## config.mk

```make
export PLATFORM = sky130hd
export DESIGN_NAME = rpn_stack_calculator
export DESIGN_NICKNAME = d
export VERILOG_FILES = /design/src/hdl/rpn_pkg.sv /design/src/hdl/rpn_cell.sv /design/src/hdl/rpn_alu.sv /design/src/hdl/rpn_stack_calculator.sv
export SDC_FILE = /design/constraint.sdc
export NUM_CORES = 2
export LEC_CHECK = 0
export BUFFER_PORTS_ARGS = -buffer_cell sky130_fd_sc_hd__buf_2
export CAP_MARGIN = 20
export CORE_MARGIN = 2
export CORE_UTILIZATION = 40
export DETAILED_ROUTE_END_ITERATION = 8
export PLACE_DENSITY = 0.59
export SLEW_MARGIN = 20
export SYNTH_ARGS = -nofsm -noshare
export SYNTH_HDL_FRONTEND = slang
export SYNTH_SLANG_ARGS = --single-unit
```

## constraint.sdc

```tcl
create_clock -name i_clk -period 10.4 [get_ports i_clk]
set_input_delay 2.08 -clock i_clk [delete_from_list [all_inputs] [get_ports i_clk]]
set_output_delay 2.08 -clock i_clk [all_outputs]
set_load 0.02 [all_outputs]
```

## src/hdl/rpn_pkg.sv

```systemverilog
// Package for the RPN stack calculator: token kinds, status codes, sequencer states.
// No dependencies.
package rpn_pkg;
    typedef enum logic [2:0] {
        K_PUSH = 3'd0, K_ADD = 3'd1, K_SUB = 3'd2, K_MUL = 3'd3,
        K_DIV = 3'd4, K_PRINT = 3'd5, K_CLEAR = 3'd6, K_BAD = 3'd7
    } t_kind;

    typedef enum logic [2:0] {
        ST_OK = 3'd0, ST_OVERFLOW = 3'd1, ST_UNDERFLOW = 3'd2, ST_EMPTY = 3'd3,
        ST_BADOP = 3'd4, ST_SAT = 3'd5
    } t_status;

    // shift command for the cell row
    typedef enum logic [1:0] {
        SH_HOLD = 2'd0, SH_PUSH = 2'd1, SH_POP = 2'd2, SH_ROT = 2'd3
    } t_shift;

    typedef enum logic [2:0] {
        S_IDLE, S_MUL, S_DIV, S_WRITE, S_PRINT, S_OUT
    } t_state;

    localparam int unsigned VALUE_W = 32;
    localparam logic [VALUE_W-1:0] VMAX = 32'h7FFF_FFFF;
    localparam logic [VALUE_W-1:0] VMIN = 32'h8000_0000;
endpackage

```

## src/hdl/rpn_cell.sv

```systemverilog
// One stack cell: holds one operand, shifts toward its upper or lower neighbor.
// Depends on rpn_pkg.
module rpn_cell (
    input  logic                  i_clk,
    input  rpn_pkg::t_shift       i_shift,
    input  logic [31:0]           i_from_up,   // neighbor nearer the top
    input  logic [31:0]           i_from_dn,   // neighbor nearer the bottom
    input  logic                  i_load,
    input  logic [31:0]           i_load_val,
    output logic [31:0]           o_value
);
    import rpn_pkg::*;
    logic [31:0] r_value;
    logic [31:0] n_value;

    // cell 0 is the top of stack; push and rotate move data deeper, pop moves it up
    always_comb begin
        n_value = r_value;
        case (i_shift)
            SH_PUSH: n_value = i_from_up;
            SH_POP:  n_value = i_from_dn;
            SH_ROT:  n_value = i_from_up;
            default: n_value = r_value;
        endcase
        if (i_load) n_value = i_load_val;
    end

    always_ff @(posedge i_clk) begin
        r_value <= n_value;
    end

    assign o_value = r_value;
endmodule

```

## src/hdl/rpn_alu.sv

```systemverilog
// Arithmetic unit: direct add/sub; multiply and restoring divide run while busy.
// Depends on rpn_pkg.
module rpn_alu #(
    parameter int FRACTION_BITS = 16
) (
    input  logic         i_clk,
    input  logic         i_rst_n,
    input  logic         i_start,
    input  rpn_pkg::t_kind i_kind,
    input  logic [31:0]  i_left,
    input  logic [31:0]  i_right,
    output logic         o_done,
    output logic [31:0]  o_result,
    output logic         o_sat
);
    import rpn_pkg::*;
    localparam int QW = 32 + FRACTION_BITS;   // dividend magnitude width
    localparam int CW = $clog2(QW + 2);

    logic          r_busy;
    logic [CW-1:0] r_cnt;
    t_kind         r_kind;
    logic          r_neg;
    logic [31:0]   r_dvs;        // divisor magnitude
    logic [QW-1:0] r_quo;        // dividend shifts out, quotient shifts in
    logic [32:0]   r_rem;
    logic [63:0]   r_prod;
    logic          r_done;
    logic [31:0]   r_res;
    logic          r_sat;
    logic [CW-1:0] n_cnt;

    logic signed [32:0] s_sum;
    logic signed [63:0] s_prodq;
    logic [QW-1:0]      s_absl;
    logic [32:0]        s_trial;
    logic [32:0]        s_remsh;
    logic [QW:0]        s_mag;

    assign s_sum = (i_kind == K_SUB)
                 ? ($signed({i_left[31], i_left}) - $signed({i_right[31], i_right}))
                 : ($signed({i_left[31], i_left}) + $signed({i_right[31], i_right}));
    assign s_absl = i_left[31] ? QW'(-{{(QW-32){1'b1}}, i_left}) : QW'(i_left);
    assign s_remsh = {r_rem[31:0], r_quo[QW-1]};
    assign s_trial = s_remsh - {1'b0, r_dvs};
    assign n_cnt = r_cnt - 1'b1;
    // truncate toward zero: arithmetic shift, plus one when negative with lost bits
    assign s_prodq = ($signed(r_prod) >>> FRACTION_BITS)
        + ((r_prod[63] && (FRACTION_BITS > 0) &&
            ((r_prod & ((64'd1 << FRACTION_BITS) - 64'd1)) != 64'd0)) ? 64'sd1 : 64'sd0);
    assign s_mag = {1'b0, r_quo};

    always_ff @(posedge i_clk) begin
        if (!i_rst_n) begin
            r_busy <= 1'b0;
            r_done <= 1'b0;
            r_cnt  <= '0;
        end else begin
            r_done <= 1'b0;
            if (i_start) begin
                r_kind <= i_kind;
                case (i_kind)
                    K_ADD, K_SUB: begin
                        r_done <= 1'b1;
                        r_sat  <= (s_sum[32] != s_sum[31]);
                        r_res  <= (s_sum[32] != s_sum[31])
                                  ? (s_sum[32] ? VMIN : VMAX) : s_sum[31:0];
                    end
                    K_MUL: begin
                        r_busy <= 1'b1;
                        r_cnt  <= CW'(1);
                        r_prod <= 64'($signed(i_left) * $signed(i_right));
                    end
                    default: begin
                        if (i_right == 32'd0) begin
                            r_done <= 1'b1;
                            r_sat  <= 1'b1;
                            r_res  <= i_left[31] ? VMIN
                                    : ((i_left == 32'd0) ? 32'd0 : VMAX);
                        end else begin
                            r_busy <= 1'b1;
                            r_cnt  <= CW'(QW);
                            r_neg  <= i_left[31] ^ i_right[31];
                            r_dvs  <= i_right[31] ? (~i_right + 32'd1) : i_right;
                            r_quo  <= s_absl << FRACTION_BITS;
                            r_rem  <= '0;
                        end
                    end
                endcase
            end else if (r_busy) begin
                if (r_kind == K_MUL) begin
                    r_busy <= 1'b0;
                    r_done <= 1'b1;
                    r_sat  <= (s_prodq > 64'sh7FFF_FFFF) || (s_prodq < -64'sh8000_0000);
                    r_res  <= (s_prodq > 64'sh7FFF_FFFF) ? VMAX
                            : (s_prodq < -64'sh8000_0000) ? VMIN : s_prodq[31:0];
                end else if (r_cnt != '0) begin
                    // one quotient bit per cycle
                    r_cnt <= n_cnt;
                    if (!s_trial[32]) begin
                        r_rem <= s_trial;
                        r_quo <= {r_quo[QW-2:0], 1'b1};
                    end else begin
                        r_rem <= s_remsh;
                        r_quo <= {r_quo[QW-2:0], 1'b0};
                    end
                end else begin
                    r_busy <= 1'b0;
                    r_done <= 1'b1;
                    if (r_neg) begin
                        r_sat <= s_mag > (QW+1)'(32'h8000_0000);
                        r_res <= (s_mag > (QW+1)'(32'h8000_0000)) ? VMIN
                               : 32'(~r_quo + 1'b1);
                    end else begin
                        r_sat <= s_mag > (QW+1)'(32'h7FFF_FFFF);
                        r_res <= (s_mag > (QW+1)'(32'h7FFF_FFFF)) ? VMAX : r_quo[31:0];
                    end
                end
            end
        end
    end

    assign o_done   = r_done;
    assign o_result = r_res;
    assign o_sat    = r_sat;
endmodule

```

## src/hdl/rpn_stack_calculator.sv

```systemverilog
// Top level of the RPN stack calculator: sequencer, cell row and arithmetic unit.
// Depends on rpn_pkg, rpn_cell, rpn_alu.
//
// One token per input beat, one item at a time. The stack is a row of
// STACK_DEPTH cells with the top in cell 0; push and pop shift the whole row
// together. Divide uses a restoring divider that yields one quotient bit per
// cycle. Print of n entries: one rotation brings the bottom entry to the
// top, then each result beat but the last rotates the live stack once more, so
// the stack is back in place after. A result stall holds the sequencer until
// the result beat is taken.
module rpn_stack_calculator #(
    parameter int STACK_DEPTH   = 16,
    parameter int FRACTION_BITS = 16
) (
    input  logic        i_clk,
    input  logic        i_rst_n,
    input  logic        s_axis_tvalid,
    output logic        s_axis_tready,
    input  logic [31:0] s_axis_tdata,   // [31:0] operand_value
    input  logic [2:0]  s_axis_tuser,   // [2:0] kind
    output logic        m_axis_tvalid,
    input  logic        m_axis_tready,
    output logic [39:0] m_axis_tdata,   // [31:0] result_value, [36:32] depth
    output logic [2:0]  m_axis_tuser,   // [2:0] status
    output logic        m_axis_tlast
);
    import rpn_pkg::*;
    localparam int DW = $clog2(STACK_DEPTH + 1);
    localparam int AW = $clog2(STACK_DEPTH);

    t_state        r_state, n_state;
    t_kind         r_kind;
    logic [DW-1:0] r_cnt;
    logic [DW-1:0] r_idx;      // print: beats still to send after the current one
    logic          r_pre;      // print: rotating the bottom entry to the top
    logic [31:0]   r_val;
    t_status       r_stat;
    logic [DW-1:0] r_odep;
    logic          r_olast;

    t_shift        s_shift;
    logic          s_load;
    logic [31:0]   s_loadv;
    logic [31:0]   s_cell [STACK_DEPTH];
    logic [AW-1:0] s_bot_idx;
    logic          s_alu_start;
    logic          s_alu_done;
    logic [31:0]   s_alu_res;
    logic          s_alu_sat;
    logic          s_acc, s_oacc;

    assign s_acc  = s_axis_tvalid && s_axis_tready;
    assign s_oacc = m_axis_tvalid && m_axis_tready;
    assign s_bot_idx = AW'(r_cnt - 1'b1);

    // cell row: cell 0 top; rotation carries the bottom of the live stack to the top
    for (genvar g = 0; g < STACK_DEPTH; g++) begin : g_cell
        logic [31:0] s_up, s_dn;
        logic        s_ld;
        if (g == 0) begin : g_top
            assign s_up = s_cell[s_bot_idx];
        end else begin : g_mid
            assign s_up = s_cell[g-1];
        end
        if (g == STACK_DEPTH - 1) begin : g_bot
            assign s_dn = s_cell[0];
        end else begin : g_nb
            assign s_dn = s_cell[g+1];
        end
        assign s_ld = s_load && (g == 0);
        rpn_cell u_cell (
            .i_clk(i_clk), .i_shift((s_shift == SH_ROT && DW'(g) >= r_cnt) ? SH_HOLD
                                    : s_shift),
            .i_from_up(s_up), .i_from_dn(s_dn),
            .i_load(s_ld), .i_load_val(s_loadv), .o_value(s_cell[g])
        );
    end

    rpn_alu #(.FRACTION_BITS(FRACTION_BITS)) u_alu (
        .i_clk(i_clk), .i_rst_n(i_rst_n), .i_start(s_alu_start), .i_kind(r_kind),
        .i_left(s_cell[1]), .i_right(s_cell[0]),
        .o_done(s_alu_done), .o_result(s_alu_res), .o_sat(s_alu_sat)
    );

    // next state
    always_comb begin
        n_state = r_state;
        case (r_state)
            S_IDLE: if (s_acc) begin
                case (t_kind'(s_axis_tuser))
                    K_ADD, K_SUB, K_MUL, K_DIV:
                        n_state = (r_cnt < DW'(2)) ? S_OUT : S_MUL;
                    K_PRINT: n_state = (r_cnt == '0) ? S_OUT : S_PRINT;
                    default: n_state = S_OUT;
                endcase
            end
            S_MUL:   n_state = S_DIV;
            S_DIV:   if (s_alu_done) n_state = S_WRITE;
            S_WRITE: n_state = S_OUT;
            S_PRINT: if (!r_pre && s_oacc && r_idx == '0) n_state = S_IDLE;
            S_OUT:   if (s_oacc) n_state = S_IDLE;
            default: n_state = S_IDLE;
        endcase
    end

    // outputs of the sequencer
    always_comb begin
        s_shift = SH_HOLD;
        s_load = 1'b0;
        s_loadv = s_alu_res;
        s_alu_start = (r_state == S_MUL);
        s_axis_tready = (r_state == S_IDLE);
        m_axis_tvalid = (r_state == S_OUT) || (r_state == S_PRINT && !r_pre);
        case (r_state)
            S_DIV: if (s_alu_done) s_shift = SH_POP;
            S_WRITE: s_load = 1'b1;
            S_PRINT: if (r_pre || (s_oacc && r_idx != '0)) s_shift = SH_ROT;
            default: s_shift = SH_HOLD;
        endcase
        if (r_state == S_IDLE && s_acc && t_kind'(s_axis_tuser) == K_PUSH
            && r_cnt < DW'(STACK_DEPTH)) begin
            s_load = 1'b1;
            s_shift = SH_PUSH;
            s_loadv = s_axis_tdata[31:0];
        end
    end

    // control and result registers
    always_ff @(posedge i_clk) begin
        if (!i_rst_n) begin
            r_state <= S_IDLE;
            r_cnt   <= '0;
            r_idx   <= '0;
            r_pre   <= 1'b0;
        end else begin
            r_state <= n_state;
            case (r_state)
                S_IDLE: if (s_acc) begin
                    r_kind  <= t_kind'(s_axis_tuser);
                    r_olast <= 1'b1;
                    r_stat  <= ST_OK;
                    r_odep  <= r_cnt;
                    r_val   <= (r_cnt == '0) ? 32'd0 : s_cell[0];
                    case (t_kind'(s_axis_tuser))
                        K_PUSH: begin
                            if (r_cnt < DW'(STACK_DEPTH)) begin
                                r_cnt  <= r_cnt + 1'b1;
                                r_odep <= r_cnt + 1'b1;
                                r_val  <= s_axis_tdata[31:0];
                            end else begin
                                r_stat <= ST_OVERFLOW;
                            end
                        end
                        K_ADD, K_SUB, K_MUL, K_DIV:
                            if (r_cnt < DW'(2)) r_stat <= ST_UNDERFLOW;
                        K_PRINT: begin
                            if (r_cnt == '0) begin
                                r_stat <= ST_EMPTY;
                            end else begin
                                r_idx <= r_cnt - 1'b1;
                                r_pre <= 1'b1;
                            end
                        end
                        K_CLEAR: begin
                            r_cnt <= '0;
                            r_odep <= '0;
                            r_val <= 32'd0;
                        end
                        default: r_stat <= ST_BADOP;
                    endcase
                end
                S_DIV: if (s_alu_done) begin
                    r_cnt  <= r_cnt - 1'b1;
                    r_odep <= r_cnt - 1'b1;
                    r_val  <= s_alu_res;
                    r_stat <= s_alu_sat ? ST_SAT : ST_OK;
                end
                S_PRINT: begin
                    // one rotation brings the bottom up, then count down the beats
                    if (r_pre) begin
                        r_pre <= 1'b0;
                    end else if (s_oacc) begin
                        r_idx <= r_idx - 1'b1;
                    end
                end
                default: ;
            endcase
        end
    end

    assign m_axis_tdata = (r_state == S_PRINT)
        ? {3'd0, 5'(r_cnt), s_cell[0]} : {3'd0, 5'(r_odep), r_val};
    assign m_axis_tuser = (r_state == S_PRINT) ? ST_OK : r_stat;
    assign m_axis_tlast = (r_state == S_PRINT) ? (r_idx == '0) : r_olast;
endmodule

```

# After elaboration in Yosys (flattened, before gate mapping)
# Cells that the tools add are included.
[classes]
add_sub_neg = 11
mul = 1
magnitude_cmp = 23
eq_ne = 81
muxes = 141
bitwise = 6
n_reduce_logical = 91
[ops]
columns = ["cell", "count"]
rows = [
  ["one-hot mux 32 bit (2 select lines)", 19],
  ["two-way mux 32 bit", 29],
  ["two-way mux 48 bit", 6],
  ["binary-select mux 32 bit (select 4 bit)", 1],
  ["== test 2 bit, second input constant", 33],
  ["adder 32 x 1 -> 32 bit, second input constant", 2],
  ["> comparator 64 x 32 -> 1 bit, second input constant", 1],
  ["logical NOT 32 bit", 2],
  ["< comparator 64 x 32 -> 1 bit, second input constant", 1],
  ["multiplier 32 x 32 -> 64 bit", 1],
  ["NOT 32 bit", 2],
  ["nonzero test 64 bit", 1],
  ["two-way mux 31 bit", 2],
  ["adder 48 x 2 -> 49 bit", 1],
  ["> comparator 48 x 31 -> 1 bit, second input constant", 1],
  ["> comparator 48 x 32 -> 1 bit, second input constant", 1],
  ["two-way mux 2 bit", 21],
  ["greater-or-equal comparator 4 x 5 -> 1 bit, first input constant", 8],
  ["two-way mux 5 bit", 8],
  ["nonzero test 2 bit", 19],
  ["two-way mux 37 bit", 1],
  ["OR reduction 2 bit", 17],
  ["adder 32 x 32 -> 33 bit", 1],
  ["two-way mux 33 bit", 1],
  ["50 further kinds", 175],
]
[word_totals]
ff_bits = 790
inputBits = 39
elab_cells = 390

# Logic depth before layout (Yosys ltp)
[depth]
word_depth = 16
depth_mapped = 33
mapped_depth_nobuf = 30

# Hierarchy
# From an unflattened synthesis, not the netlist that was laid out.
[hier_totals]
cells_unflattened = 8763
area_unflattened_um2 = 87720.4
[by_module_without_submodules]
columns = ["mod", "instances", "cells_each", "area_per_inst_um2"]
rows = [
  ["rpn_alu", 1, 5763, 52630.5],
  ["rpn_cell", 16, 140, 1662.8],
  ["rpn_stack_calculator", 1, 760, 8484.4],
]

# Least setup slack after synthesis
# Ideal clock, no wire load.
[synth_path]
path_kind = "reg-to-reg"
start = "register g_cell[1].u_cell.r_value[31]"
end = "register u_alu.r_prod[60] (data pin)"
setup_ns = 0.262
arrival_ns = 8.205
setup_slack_ns = 1.933
stages_incl_launch_ff = 28
path_buffers = 3
synth_period_minus_slack_ns = 8.467
cell_sequence = "edfxtp_1 clkbuf_1 clkbuf_1 clkbuf_1 nand2_1 inv_1 fa_1 inv_1 fa_1 inv_1 fa_1 fa_1 inv_1 fa_1 inv_1 fa_1 inv_1 fa_1 fa_1 inv_1 ha_1 a21o_1 a21o_1 a221o_1 a21oi_1 o21bai_1 a211oi_1 xnor2_1"
[synth_via]
elab_chain_len = 1
[synth_rtl]
columns = ["item", "line", "text"]
rows = [
  ["from (decl)", "rpn_cell.sv:13", "logic [31:0] r_value;"],
  ["from (signal assigned)", "rpn_cell.sv:29", "r_value <= n_value;"],
  ["multiplier 32 x 32 -> 64 bit", "rpn_alu.sv:72", "r_prod <= 64'($signed(i_left) * $signed(i_right));"],
  ["to (signal assigned)", "rpn_alu.sv:72", ""],
  ["to (decl)", "rpn_alu.sv:27", "logic [63:0] r_prod;"],
]
# Every way passes these cells.
# A chain may end at the register's enable or synchronous reset.

# Worst setup path in the final report
[layout_path]
start = "register g_cell[1].u_cell.r_value[12]"
end = "register u_alu.r_prod[57] (data pin)"
# The elaborated chain is that of the path after synthesis.

==> summary.txt <==
register bit total from synthesis: 790
CTS root buf: sky130_fd_sc_hd__clkbuf_16
number of levels the H-tree was split into: 3
Final Skew: 0.05379 ns
synthesized netlist cell count: 7791
area occupied by multi-input gates: 52290 um2
Worst Path Buf+Inv: 4
area used by sequential logic in the layout: 23510 um2
via count of the first global-routing pass: 61600
overall routing resource usage: 0.2591
number of inserted filler cells in the final layout: 19050
final critical path time including I/O delays and setup: 9.181 ns
RSZ-0062 raised after global routing: false
DRC Markers: 0
Iteration-0 DRC Markers: 5996
post-synthesis to final-layout area growth: 8.293%
count of cells along the worst hold path: 2
final std cells w/o fill: 10440
top-level port count: 85
width of the die: 455.8 um
post-detailed-route wirelength per cell: 25.78 um
critical path startpoint category: flip-flop
clock transition at the registers of the reported paths: 0.07 ns
Relative slew margins: 0.1880
beginning of the worst hold path: r_idx[1]
crit-path leading delay family: adder cells
capturing element type of the critical path: flip-flop
number of antenna violations at the first check in global routing: 23
largest driver fanout on the critical path: 21
DIE HEIGHT: 455.8 um
number of gates resized after CTS: 0
met2 usage in global routing: 0.4095
delay of the slowest cell on the worst path: 0.97 ns
ys async rst share: 0
average cell area after synthesis: 10.48 um2
synthesized area: 81650 um2
buffers added on ports: 81
endpoint of the worst-slack reg-to-reg timing path: u_alu.r_prod[57]
Maximum Capacitance Violations: 0
ANT nets after route: 0
number of distinct library cell variants in the gate-level netlist after synthesis: 89
TritonCTS buffer count: 86
most common cell after layout, fill and taps aside: sky130_fd_sc_hd__inv_1
CTS hold repair buffers: 0
Critical Path RT: 10.88 ns
proportion of layout cells with a drive suffix above 1: 0.1414
number of hold-slack violations in the final timing report: 0
cell type with the highest occurrence count on the critical path: sky130_fd_sc_hd__fa_1
run status: finished, final reports clean
Cell Count Post-Placement: 10260
global routing usage on met1: 0.3423
clock tree from TritonCTS: done
setup bufs post-CTS: 0
met3 usage in global routing: 0.04679
via-per-instance ratio: 5.717
cell count of the worst reg-to-reg path: 25
global route overflow: 0
WL final: 269100 um
standard cell core area: 202500 um2
later-pin clock latency in the skew report: 0.74 ns
net count of the finished layout: 9068
sum of net half-perimeters after detailed placement: 196800 um
Final Setup Violations: 0
starting density of the core: 0.4032
critical path data arrival time: 9.67 ns
type of the tightest min-delay check: reg2reg
portion of the post-synthesis area used by sequential elements: 0.2878
Max Root-Sink Buffers: 3
Slew @ Worst Pin: 1.218 ns
pin count of the biggest net entering global routing: 126
first-pass detailed-route iteration total: 8
ratio of final minimum period to clock period: 0.8828
max-slew violation count: 0
setup tns final: 0 ns
count of flip-flops with a built-in enable after synthesis: 768
site row count: 165
most frequent cells in the layout: sky130_fd_sc_hd__inv_1, sky130_fd_sc_hd__fa_1, sky130_fd_sc_hd__nand2_1
busiest metal layer after global routing: met2
Die Outline Area: 207800 um2
worst-case register-to-register setup slack: 1.22 ns
vias after detailed routing: 59660
sink count of the clock tree: 790
routability congestion estimate from global placement: 0.9432
worst reg2reg path startpoint: g_cell[1].u_cell.o_value[12]
critical path class: reg2reg
Critical Path Slowest Stage Cell: sky130_fd_sc_hd__edfxtp_1
achievable clock frequency: 108.9 MHz
first-pass GRT wire length: 404400 um
WHS Endpoint: r_idx[1]
Primary FF master, synth: sky130_fd_sc_hd__edfxtp_1
Yosys warning total: 0
[through the flow]
step | setup WS (ns) | util | hold slack [ns] | area (um2)
floorplan | 1.933 | - | 0.4450 | 81660
global placement | 1.218 | 0.4220 | 0.4621 | 85460
detailed placement | 1.187 | 0.4224 | 0.4776 | 85550
CTS | 1.138 | 0.4360 | 0.4870 | 88300
global route | 0.8185 | 0.4366 | 0.5216 | 88420
finish | 1.219 | 0.4366 | 0.4829 | 88430
[area by class of cell]
class | count | share of cell area
antenna | 14 | 0.0003962
clock inverter | 56 | 0.006056
clock buffer | 99 | 0.02500
timing repair buffer | 302 | 0.02506
multi-input combinational | 5358 | 0.5913
tap | 2672 | 0.03781
sequential | 790 | 0.2658
inverter | 1144 | 0.04856
[tightest hold or removal path, delay by kind of cell, from the launching register on]
| kind | cells | cell delay, ns |
|---|---|---|
| flip-flops | 1 | 0.32 |
| AND/OR/NAND/NOR | 1 | 0.06 |
| AO/OA/AOI/OAI | 1 | 0.05 |
[cells in the mapped netlist (all sizes together) (9+ instances only)]
library cell  instances  area, um2
clkbuf              379       1426
and2                534       3341
or2                  16      100.1
o21a                 15      112.6
mux2                479       5394
or4                  14      108.9
fa                 1084      21700
o311ai               28      245.2
a31oi                25      156.4
o21bai               18      135.1
and3                 16      100.1
edfxtp              768      23060
o211ai                9      77.57
xor2                101      884.6
nand3b               11      82.58
ha                  263       3291
nand2               805       3024
xnor2               147       1287
buf                 122      563.0
or3                  40      270.3
nor4                 32      227.7
nor3                 76      385.4
nand3                81      405.4
nor2                343       1290
a21oi               319       1612
a221oi               36      315.3
nand2b               40      257.7
a22oi                38      285.3
o21ai               272       1365
nand4                42      262.8
mux4                 96       2162
nor2b                47      294.0
mux2i                40      400.4
o31ai                38      300.3
dfxtp                22      440.4
inv                1143       4290
o41ai                 9      78.83
a21o                 65      488.0
a211oi               89      668.1
[how the worst max path moves through the flow]
stage | end | cells after the start | slack (ns) | from
after floorplan | u_alu.r_prod[60] | 27 | 1.93 | g_cell[1].u_cell.o_value[31]
after global routing | u_alu.r_prod[62] | 26 | 0.82 | g_cell[1].u_cell.o_value[8]
final | u_alu.r_prod[57] | 25 | 1.22 | g_cell[1].u_cell.o_value[12]
after global placement | u_alu.r_prod[55] | 25 | 1.22 | g_cell[1].u_cell.o_value[10]
after detailed placement | u_alu.r_prod[57] | 25 | 1.19 | g_cell[1].u_cell.o_value[10]
after CTS | u_alu.r_prod[57] | 25 | 1.14 | g_cell[1].u_cell.o_value[10]
[state kept, by name, indices dropped and copies added, names as in the netlist, 3 cells and up]
signal / count
u_alu.r_cnt: 6
r_stat: 3
u_alu.r_dvs: 32
g_cell.u_cell.o_value: 512
r_cnt: 5
r_kind: 3
u_alu.r_prod: 64
u_alu.o_result: 32
r_state: 3
u_alu.r_rem: 32
r_idx: 5
u_alu.r_kind: 3
r_odep: 5
r_val: 32
u_alu.r_quo: 48
[metal layers]
metal,up-vias,share of wire
li1,25490,-
met1,30940,0.40
met2,2699,0.46
met3,520,0.083
met4,8,0.057
met5,-,0.00022
[cell families (layout without fill, tap and decap cells)]
group                      after synthesis  after routing  share of synthesized area
other                                    1             17                 0.00004593
muxes                                  615            615                    0.09744
adders and majority gates             1347           1347                     0.3061
xor gates and xnor gates               248            248                    0.02660
DFF                                    790            790                     0.2878
AOI/OAI and AO/OA                     1020           1020                    0.07783
buffers and inverters                 1645           1601                    0.07695
and+or+nand+nor                       2125           2125                     0.1272
Power is left out: the tool's default activity adds up to more than one toggle a clock period on the data nets, which glitch-free logic cannot reach.
